File: src/hdl/chained_hash_set_engine_macros.svh
// assertion macros for the chained hash set engine
`ifndef CHAINED_HASH_SET_ENGINE_MACROS_SVH
`define CHAINED_HASH_SET_ENGINE_MACROS_SVH

// implication checked on every rising clock edge outside reset
`define CHS_ASSERT_IMP(label, clk, rst_n, ante, cons, msg) \
	label: assert property (@(posedge clk) disable iff (!rst_n) (ante) |-> (cons)) \
		else $error(msg);

// next-cycle implication outside reset
`define CHS_ASSERT_NEXT(label, clk, rst_n, ante, cons, msg) \
	label: assert property (@(posedge clk) disable iff (!rst_n) (ante) |=> (cons)) \
		else $error(msg);

`endif

File: src/hdl/chs_ram.sv
// ----------------------------------------------------------------------------
// chs_ram
// Generic single-port RAM with registered read data.
// ----------------------------------------------------------------------------
`timescale 1ns / 1ps
`default_nettype none

module chs_ram #(
	parameter int unsigned WIDTH = 8,
	parameter int unsigned DEPTH = 16
) (
	input wire logic clk,
	input wire logic we,
	input wire logic [$clog2(DEPTH)-1:0] addr,
	input wire logic [WIDTH-1:0] wdata,
	output logic [WIDTH-1:0] rdata
);

	logic [WIDTH-1:0] mem_q [DEPTH];

	// read before write, read data registered
	always_ff @(posedge clk) begin
		if (we) begin
			mem_q[addr] <= wdata;
		end
		rdata <= mem_q[addr];
	end

endmodule

`default_nettype wire

File: config.mk
export PLATFORM = sky130hd
export DESIGN_NAME = chs_ram
export DESIGN_NICKNAME = d
export VERILOG_FILES = /design/src/hdl/chained_hash_set_engine_macros.svh /design/src/hdl/chs_ram.sv
export SDC_FILE = /design/constraint.sdc
export NUM_CORES = 1
export LEC_CHECK = 0
export BUFFER_PORTS_ARGS = -buffer_cell sky130_fd_sc_hd__buf_2
export CAP_MARGIN = 20
export CORE_ASPECT_RATIO = 1.75
export CORE_MARGIN = 4
export CORE_UTILIZATION = 55
export CTS_CLUSTER_DIAMETER = 150
export DETAILED_ROUTE_END_ITERATION = 16
export PLACE_DENSITY = 0.81
export SYNTH_ARGS = -nofsm -noshare
export SYNTH_HDL_FRONTEND = slang
export SYNTH_SLANG_ARGS = --single-unit
File: constraint.sdc
create_clock -name clk -period 3.1 [get_ports clk]
set_input_delay 0.465 -clock clk [delete_from_list [all_inputs] [get_ports clk]]
set_output_delay 0.465 -clock clk [all_outputs]
set_load 0.02 [all_outputs]
==> results.cfg, run 1 <==
[outcome]
outcome = finished clean

[routing]
wl_per_cell_um = 23.4
wl_met2_mm = 5.51
routed-wl-met3_um = 479
ant_nets = 0
drt-initial-drc-count = 239
wl_met1_mm = 3.42
topRoutingLayerUsed = met4
firstDrtPassIters = 5
vias = 2395
drt-total-wl_mm = 9.58
avgViaCountPerCell = 5.86
drcViolationCount = 0

[finish]
area_growth_pct = 18.2
instances_no_fill = 409
multi_input_comb_area_um2 = 1000
antenna_cells = 0
final_nets = 290
fill_cells = 588
regArea_um2 = 4000
final_common_cell = edfxtp_1
final_area_um2 = 5990
drive_gt1_share_pct = 34.3
fin_util_pct = 66.3
final_cell_mix = 128 x edfxtp_1, 32 x mux4_2, 21 x buf_2, 17 x clkbuf_16

[timing]
worstMarginPinSlew_ns = 0.911
rsz0062_at_grt = no
tns_ns = 0
timing.final.crit_share_pct = 56.4
slew_headroom_pct = 39.3
setup_violations = 0
hold_violations = 0
drv_slew = 0
fmax_mhz = 572
clock_skew_ns = 0.00650
period_needed_ns = 1.75
whs_ns = 0.443

[global_routing]
first_global_vias = 2673
grt_usage_pct = 20.4
antenna_found_initial = 0
overflow = 0
grt_first_pass_wirelength_mm = 15.1
grt_max_degree = 40

[floorplan]
fp.coreArea_um2 = 9040
rows = 46
dieArea_um2 = 10900
die_h_um = 135
die_width_um = 80.6
num_io_pins = 22
start_util_pct = 56.1

[synthesis]
ys_warn_count = 0
synthTopCellsByArea = edfxtp_1 76%, mux4_2 14%, dfxtp_1 3.2%
yosysUniqueCellTypes = 18
synth.avg_cell_area_um2 = 22.0
syn_nets = 244
synth_top_area_share_pct = 75.9
syn_area_um2 = 5070
syn_inst = 230
ys_seq_area_share_pct = 79.0
synth-seq-cells = 136
yosys.area.top_type = edfxtp_1

[power_and_ir_drop]
comb_power_share_pct = 4.7
p_int_mw = 3.39
swShare_pct = 19.7
seqPwrFrac_pct = 49.1
p_leak_nw = 1.99
ir_drop_mv = 0.562
p_clk_share_pct = 46.3
switchingPower_uw = 829
power_density_nw_per_um2 = 704

[clock_tree]
post_cts_buffers = 0
htree_levels = 4
cts_resized = 0
hold_buffers = 0
cts-buffers-inserted = 17
clkTransAtPathRegs_ns = 0.05
clockRootBuffer = clkbuf_16
cts_tree = built
clk_path_buf_depth = 2
clock-sinks = 136
clock_latency_ns = 0.41

[worst_setup_path]
crit_path_end_kind = register
start_kind = input port
worstPathArrival_ns = 1.85
worstReg2RegEnd = rdata[7]$_DFF_P_
worstSetupPathType = input port to register
rrSetupSlack_ns = 1.70
rr_worst_depth = 3
crit_fanout = 39
crit_chain = buf_2, nand2_1, nor2_1, buf_4
rr_startpoint = mem_q[3][7]$_DFFE_PP_
slowest_stage = buf_2
cpPeakStageDelay_ns = 0.68
crit_required_ns = 3.20

[place]
place_congestion = 0.768
placed_area_um2 = 5400
portBuffers = 21
dpl.cell_count = 377
dpl.hpwl_mm = 6.33

[worst_hold_path]
hp-start = wdata[6]
worstHoldPathType = input port to register
min_to = mem_q[7][6]$_DFFE_PP_
hold_depth = 1

[flow_run]
drv_cap = 0
## metrics by stage
step	setup WS, ns	total power [mW]
after CTS	1.39	4.26
after floorplan	1.14	2.22
after global placement	1.06	2.30
after global routing	1.31	4.35
after detailed placement	0.945	2.31
final	1.35	4.22
## cells in the mapped netlist (all sizes together)
master	instances
and2	1
edfxtp	128
nor2	13
nand3b	2
clkbuf	3
dfxtp	8
nand2	9
nor2b	2
a22oi	16
nand2b	2
nand3	1
buf	8
or3b	1
mux4	32
nor3	4
## power groups by stage
| stage | Combinational (mW) | Sequential [mW] | Clock [mW] |
|---|---|---|---|
| floorplan | 0.106 | 2.12 | 0 |
| global placement | 0.192 | 2.11 | 0 |
| detailed placement | 0.200 | 2.11 | 0 |
| CTS | 0.201 | 2.07 | 1.99 |
| global route | 0.214 | 2.07 | 2.06 |
| finish | 0.197 | 2.07 | 1.95 |
## cells by family after synthesis
family | share of synthesized area [%]
compound gates | 2.37
simple gates | 3.21
mux | 14.2
flops | 79.0
buf+inv | 1.19
## flip-flops by register name, indices dropped and copies added, names as in the netlist
signal  flops
rdata       8
mem_q     128
## critical path, delay by kind of cell
| kind | cells | cell delay [ns] |
|---|---|---|
| buffers and inverters | 2 | 0.91 |
| and+or+nand+nor | 2 | 0.45 |
## how the worst max path moves through the flow
stage	startpoint	end	slack [ns]
final	addr[1]	mem_q[15][6]$_DFFE_PP_	1.35
after CTS	addr[1]	mem_q[1][2]$_DFFE_PP_	1.39
after global placement	addr[0]	rdata[2]$_DFF_P_	1.06
after detailed placement	addr[1]	mem_q[15][3]$_DFFE_PP_	0.95
after floorplan	addr[2]	mem_q[0][0]$_DFFE_PP_	1.14
after global routing	addr[1]	mem_q[10][0]$_DFFE_PP_	1.31
## area by class of cell
type                       count  share of cell area (%)
clock buffer                  18                    7.17
clock inverter                14                    2.61
multi-input combinational     83                    16.8
sequential                   136                    66.9
tap                          120                    2.51
timing repair buffer          38                    4.10
## routing by layer
| layer | GRT usage, % | vias to the layer above |
|---|---|---|
| met3 | 6.41 | 13 |
| met4 | 10.3 | 0 |
| met5 | 0 | - |
| met1 | 24.0 | 1232 |
| met2 | 33.3 | 95 |
| li1 | - | 1055 |
Power figures use the tool's default switching activity.
==> inputs of run 2 (changes only) <==
--- a/config.mk
+++ b/config.mk
@@ -5,6 +5,7 @@
 export SDC_FILE = /design/constraint.sdc
 export NUM_CORES = 1
 export LEC_CHECK = 0
+export ABC_AREA = 1
 export BUFFER_PORTS_ARGS = -buffer_cell sky130_fd_sc_hd__buf_2
 export CAP_MARGIN = 20
 export CORE_ASPECT_RATIO = 1.75
@@ -12,7 +13,7 @@
 export CORE_UTILIZATION = 55
 export CTS_CLUSTER_DIAMETER = 150
 export DETAILED_ROUTE_END_ITERATION = 16
-export PLACE_DENSITY = 0.81
+export PLACE_DENSITY = 0.84
 export SYNTH_ARGS = -nofsm -noshare
 export SYNTH_HDL_FRONTEND = slang
 export SYNTH_SLANG_ARGS = --single-unit
==> constraint.sdc (replaced) <==
create_clock -name clk -period 1.47 [get_ports clk]
set_input_delay 0.2205 -clock clk [delete_from_list [all_inputs] [get_ports clk]]
set_output_delay 0.2205 -clock clk [all_outputs]
set_load 0.02 [all_outputs]
==> run 2 against run 1 <==
Compared with the run above: clock skew is 0.0011 ns higher; sequential power grew 110%; final cell count is 79% higher; critical path depth fell by 3; total power up 110%; global-route usage up 1.1 points; register-to-register slack worse by 1.3 ns; die area rose by 9.5%.
==> results.cfg, run 2 <==
[place]
portBuffers = 21
dpl.cell_count = 700
place_congestion = 0.901
dpl.hpwl_mm = 7.78
placed_area_um2 = 6010

[routing]
wl_per_cell_um = 16.5
drcViolationCount = 0
drt-total-wl_mm = 12.1
avgViaCountPerCell = 5.22
firstDrtPassIters = 5
vias = 3821
ant_nets = 0
drt-initial-drc-count = 198

[finish]
instances_no_fill = 732
drive_gt1_share_pct = 14.0
reg.largest.list = mem_q x128, rdata x8
final_nets = 608
area_growth_pct = 17.6
final_cell_mix = 346 x nand2_1, 128 x edfxtp_1, 23 x buf_4, 21 x inv_1, 21 x buf_2
largest_register = mem_q
final_common_cell = nand2_1
fill_cells = 709
antenna_cells = 0
final_area_um2 = 6580
largest_reg_flops = 128

[synthesis]
ys_top_cells_by_count = 346 x nand2_1, 128 x edfxtp_1, 21 x inv_1, 18 x nor2_1, 12 x buf_2
synth_simple_gate_area_share_pct = 24.8
yosys.area.top_type = edfxtp_1
syn_inst = 548
synth_xor_area_share_pct = 0
synth_top_area_share_pct = 68.7
synth.avg_cell_area_um2 = 10.2
synth-async-reset-ratio_pct = 0
syn_area_um2 = 5590
ys_seq_area_share_pct = 71.6
post-synth-top-count-cell = nand2_1
synth-main-ff-cell = edfxtp_1
yosysUniqueCellTypes = 11
ys_warn_count = 0
synth-adder-area-share_pct = 0
synth_top_family_by_area = simple AND/OR/NAND/NOR gates
syn_nets = 562
synth-edff-count = 128
synthTopCellsByArea = edfxtp_1 69%, nand2_1 23%, dfxtp_1 2.9%
synthMuxAreaShare_pct = 0
synth-seq-cells = 136
synth_compound_area_share_pct = 0

[timing]
rsz0062_at_grt = no
drv_slew = 0
hold_violations = 0
fmax_mhz = 921
period_needed_ns = 1.09
whs_ns = 0.230
timing.final.crit_share_pct = 73.9
worstMarginPinSlew_ns = 0.385
slew_headroom_pct = 74.3
setup_violations = 0
clock_skew_ns = 0.00763
tns_ns = 0

[power_and_ir_drop]
p_int_mw = 6.98
ir_drop_mv = 0.909
swShare_pct = 21.2
p_clk_share_pct = 44.3
switchingPower_mw = 1.88
totalPowerFinal_mw = 8.86
p_leak_nw = 2.86
seqPwrFrac_pct = 49.2
comb_power_share_pct = 6.5
power_density_nw_per_um2 = 1350

[global_routing]
grt_first_pass_wirelength_mm = 19.1
grt_max_degree = 33
antenna_found_initial = 0
grt_usage_pct = 21.5
overflow = 0
first_global_vias = 3842

[clock_tree]
clk_path_buf_depth = 2
htree_levels = 4
hold_buffers = 0
clock-sinks = 136
cts_resized = 0
cts-buffers-inserted = 17
post_cts_buffers = 0
clockRootBuffer = clkbuf_16
clkTransAtPathRegs_ns = 0.06
clock_latency_ns = 0.41
cts_tree = built

[worst_setup_path]
worstSetupPathType = register to output pin
crit_fanout = 1
worstReg2RegEnd = rdata[0]$_DFF_P_
worstSetupPathDepth = 1
start_kind = register
crit_buf_inv = 1
crit_chain = buf_2
cpLargestDelayFamily = flip-flops
crit_path_start = rdata[3]$_DFF_P_
crit_path_end_kind = output pin
rr_startpoint = mem_q[0][0]$_DFFE_PP_
rr_worst_depth = 8
cpPeakStageDelay_ns = 0.30
crit_required_ns = 1.25
endpoint = rdata[3]
worstPathArrival_ns = 0.87
rrSetupSlack_ns = 0.44
slowest_stage = dfxtp_1

[flow_run]
drv_cap = 0

[worst_hold_path]
worstHoldPathType = input port to register

[floorplan]
num_io_pins = 22
die_width_um = 84.2
die_h_um = 141
start_util_pct = 56.4
fp.coreArea_um2 = 9910
rows = 48
dieArea_um2 = 11900

[outcome]
outcome = finished clean
==> run 2: worst min path at each step <==
stage | to | cells past startpoint | startpoint
2_1_floorplan | mem_q[0][0]$_DFFE_PP_ | 0 | wdata[0]
3_3_place_gp | mem_q[6][6]$_DFFE_PP_ | 1 | wdata[6]
3_5_place_dp | rdata[1] | 1 | rdata[1]$_DFF_P_
4_1_cts | mem_q[13][7]$_DFFE_PP_ | 1 | wdata[7]
5_1_grt | mem_q[9][6]$_DFFE_PP_ | 1 | wdata[6]
6_report | mem_q[13][7]$_DFFE_PP_ | 1 | wdata[7]
==> run 2: layer usage <==
metal	global-route usage (%)	wire length (µm)	vias up
met3	5.40	699	29
met5	0	0	-
met1	23.1	4350	1802
met2	38.8	6580	149
li1	-	-	1841
met4	10.7	435	0
==> run 2: worst reg2reg max path, stage by stage, from the launching register on <==
cell and delay, ns:
edfxtp_1 0.35, nand2_1 0.11, nand2_1 0.07, nand2_1 0.06, nand2_1 0.09, nand2_1 0.08, nand2_1 0.06, inv_1 0.07
nand2_1 0.04
==> run 2: cells by family after synthesis <==
group | after synthesis
buffers and inverters | 44
flip-flops | 136
AND/OR/NAND/NOR | 368
==> run 2: area by class of cell <==
cell class / instances / area, µm² / area share [%]
sequential: 136 / 4000 / 60.9
multi-input combinational: 368 / 1410 / 21.4
clock buffer: 26 / 532 / 8.08
timing repair buffer: 48 / 358 / 5.44
tap: 125 / 156 / 2.38
inverter: 23 / 86.3 / 1.31
clock inverter: 6 / 35.0 / 0.533
==> run 2: power by group through the flow <==
stage                     clock [mW]  combinational (mW)  sequential, mW
after floorplan                    0               0.303            4.47
after global placement             0               0.547            4.44
after detailed placement           0               0.563            4.44
after CTS                       3.97               0.571            4.36
after global routing            4.15               0.635            4.37
final                           3.93               0.572            4.36
==> run 2: metrics by stage <==
stage,utilization [%],setup WS (ns)
global route,66.4,0.339
floorplan,-,-0.128
detailed placement,60.7,0.0629
CTS,66.4,0.371
global placement,60.7,0.0909
finish,66.4,0.384
==> inputs of run 3 (changes only) <==
==> constraint.sdc (replaced) <==
create_clock -name clk -period 0.9 [get_ports clk]
set_input_delay 0.135 -clock clk [delete_from_list [all_inputs] [get_ports clk]]
set_output_delay 0.135 -clock clk [all_outputs]
set_load 0.02 [all_outputs]
==> run 3 against run 2 <==
Compared with the run above: register-to-register slack worse by 0.61 ns; the flow now finishes with violations (setup timing); first-iteration DRC count increased by 120%; clock power up 80%; core utilization increased by 2.8 points; largest cell class unchanged; largest power group unchanged.
==> results.cfg, run 3 (same netlist as run 2, synthesis figures left out) <==
[worst_setup_path]
rr_worst_depth = 8
crit_path_end_kind = register
endpoint = rdata[1]$_DFF_P_
worstSetupPathType = register to register
worstReg2RegEnd = rdata[1]$_DFF_P_
crit_chain = nand2_1, nand2_1, nand2_1, nand2_1, nand2_1, nand2_1, inv_1, nand2_1
worstPathArrival_ns = 1.39
cpPeakStageDelay_ns = 0.41
crit_path_start = mem_q[0][1]$_DFFE_PP_
slowest_stage = edfxtp_1
rr_startpoint = mem_q[0][1]$_DFFE_PP_
cpMostUsedCell = nand2_1
crit_required_ns = 1.21
crit_fanout = 1
start_kind = register
rrSetupSlack_ns = -0.17

[timing]
clock_skew_ns = 0.00717
drv_slew = 0
hold_violations = 0
rsz0062_at_grt = yes
fmax_mhz = 930
setup_slack_ns = -0.175
setup_violations = 16
tns_ns = -1.47
timing.final.crit_share_pct = 119
period_needed_ns = 1.07
slew_headroom_pct = 72.2
whs_ns = 0.0194
worstMarginPinSlew_ns = 0.416

[worst_hold_path]
hold_depth = 1
worstHoldPathType = input port to register

[place]
portBuffers = 21
placed_area_um2 = 6130
place_congestion = 0.917
dpl.hpwl_mm = 8.60
place_ws_ns = -0.498

[clock_tree]
cts-buffers-inserted = 17
htree_levels = 4
clock-sinks = 136
clk_path_buf_depth = 2
clkTransAtPathRegs_ns = 0.06
cts_tree = built
hold_buffers = 0
clock_latency_ns = 0.42
clockRootBuffer = clkbuf_16

[floorplan]
die_h_um = 141
dieArea_um2 = 11900
rows = 48
fp.coreArea_um2 = 9910
start_util_pct = 56.4
die_width_um = 84.2
num_io_pins = 22

[global_routing]
grt_max_degree = 36
grt_usage_pct = 23.6
overflow = 0
first_global_vias = 3984
antenna_found_initial = 0
grt_first_pass_wirelength_mm = 20.5

[finish]
reg.largest.list = mem_q x128, rdata x8
final_area_um2 = 6850
antenna_cells = 0
final_cell_mix = 335 x nand2_1, 128 x edfxtp_1, 18 x nor2_4, 17 x inv_1, 17 x clkbuf_16
largest_reg_flops = 128
largest_register = mem_q
final_nets = 601
final_common_cell = nand2_1
area_growth_pct = 22.5
fill_cells = 698
drive_gt1_share_pct = 19.2

[routing]
drt-total-wl_mm = 13.0
drcViolationCount = 0
ant_nets = 0
drt-initial-drc-count = 426
wl_per_cell_um = 18.0
firstDrtPassIters = 5
vias = 3845
avgViaCountPerCell = 5.31

[power_and_ir_drop]
ir_drop_mv = 1.80
power_density_nw_per_um2 = 2240
p_leak_nw = 2.87
totalPowerFinal_mw = 15.3

[flow_run]
drv_cap = 0

[outcome]
violations = setup timing
outcome = finished with violations
[run 3: changes by cell type in the layout (fill, tap and decap cells not counted), sizes merged]
cell / previous run / this run
buf: 48 / 39
clkinvlp: 0 / 2
clkbuf: 26 / 18
clkinv: 6 / 9
bufinv: 0 / 4
[run 3: worst max-delay path: cells and delay by family, from the launching register on]
| family | cells | cell delay [ns] |
|---|---|---|
| flops | 1 | 0.41 |
| simple gates | 7 | 0.48 |
| buf+inv | 1 | 0.06 |
[run 3: per-layer routing]
layer	wire, µm	vias to the layer above	track usage (%)
li1	-	1839	-
met1	4700	1836	25.4
met2	7240	131	41.5
met3	578	39	4.94
met4	497	0	15.0
met5	0	-	0
[run 3: what timing repair did]
action	in CTS	in global routing
gates cloned	0	1
endpoints found under the setup margin	26	56
gates resized for setup	25	11
setup buffers	2	0
pin swaps	34	24
[run 3: report_power, final]
| group | internal (mW) | switching, mW |
|---|---|---|
| Combinational | 0.360 | 0.754 |
| Sequential | 7.09 | 0.0512 |
| Clock | 4.58 | 2.51 |
| Total | 12.0 | 3.32 |
[run 3: worst min-delay path by stage]
stage / startpoint / end / slack (ns)
final: wdata[4] / mem_q[0][4]$_DFFE_PP_ / 0.02
after global routing: wdata[4] / mem_q[0][4]$_DFFE_PP_ / 0.02
after CTS: wdata[4] / mem_q[0][4]$_DFFE_PP_ / 0.006
after detailed placement: wdata[4] / mem_q[0][4]$_DFFE_PP_ / 0.44
after global placement: wdata[4] / mem_q[0][4]$_DFFE_PP_ / 0.44
after floorplan: wdata[0] / mem_q[0][0]$_DFFE_PP_ / 0.23
[run 3: cell type report]
type | count | area [µm²] | share of cell area (%)
flip-flops and latches | 136 | 4010 | 58.6
multi-input cells | 368 | 1600 | 23.3
clock buffers | 17 | 425 | 6.21
repair buffers | 40 | 354 | 5.17
clock inverters | 14 | 183 | 2.67
well taps | 125 | 156 | 2.28
inverters | 23 | 111 | 1.63
repair inverters | 1 | 8.76 | 0.128
[run 3: per-stage QoR]
step	utilization, %	instances
after floorplan	-	548
after global placement	61.9	690
final	69.1	724
after global routing	69.1	724
after CTS	68.8	723
after detailed placement	61.9	690
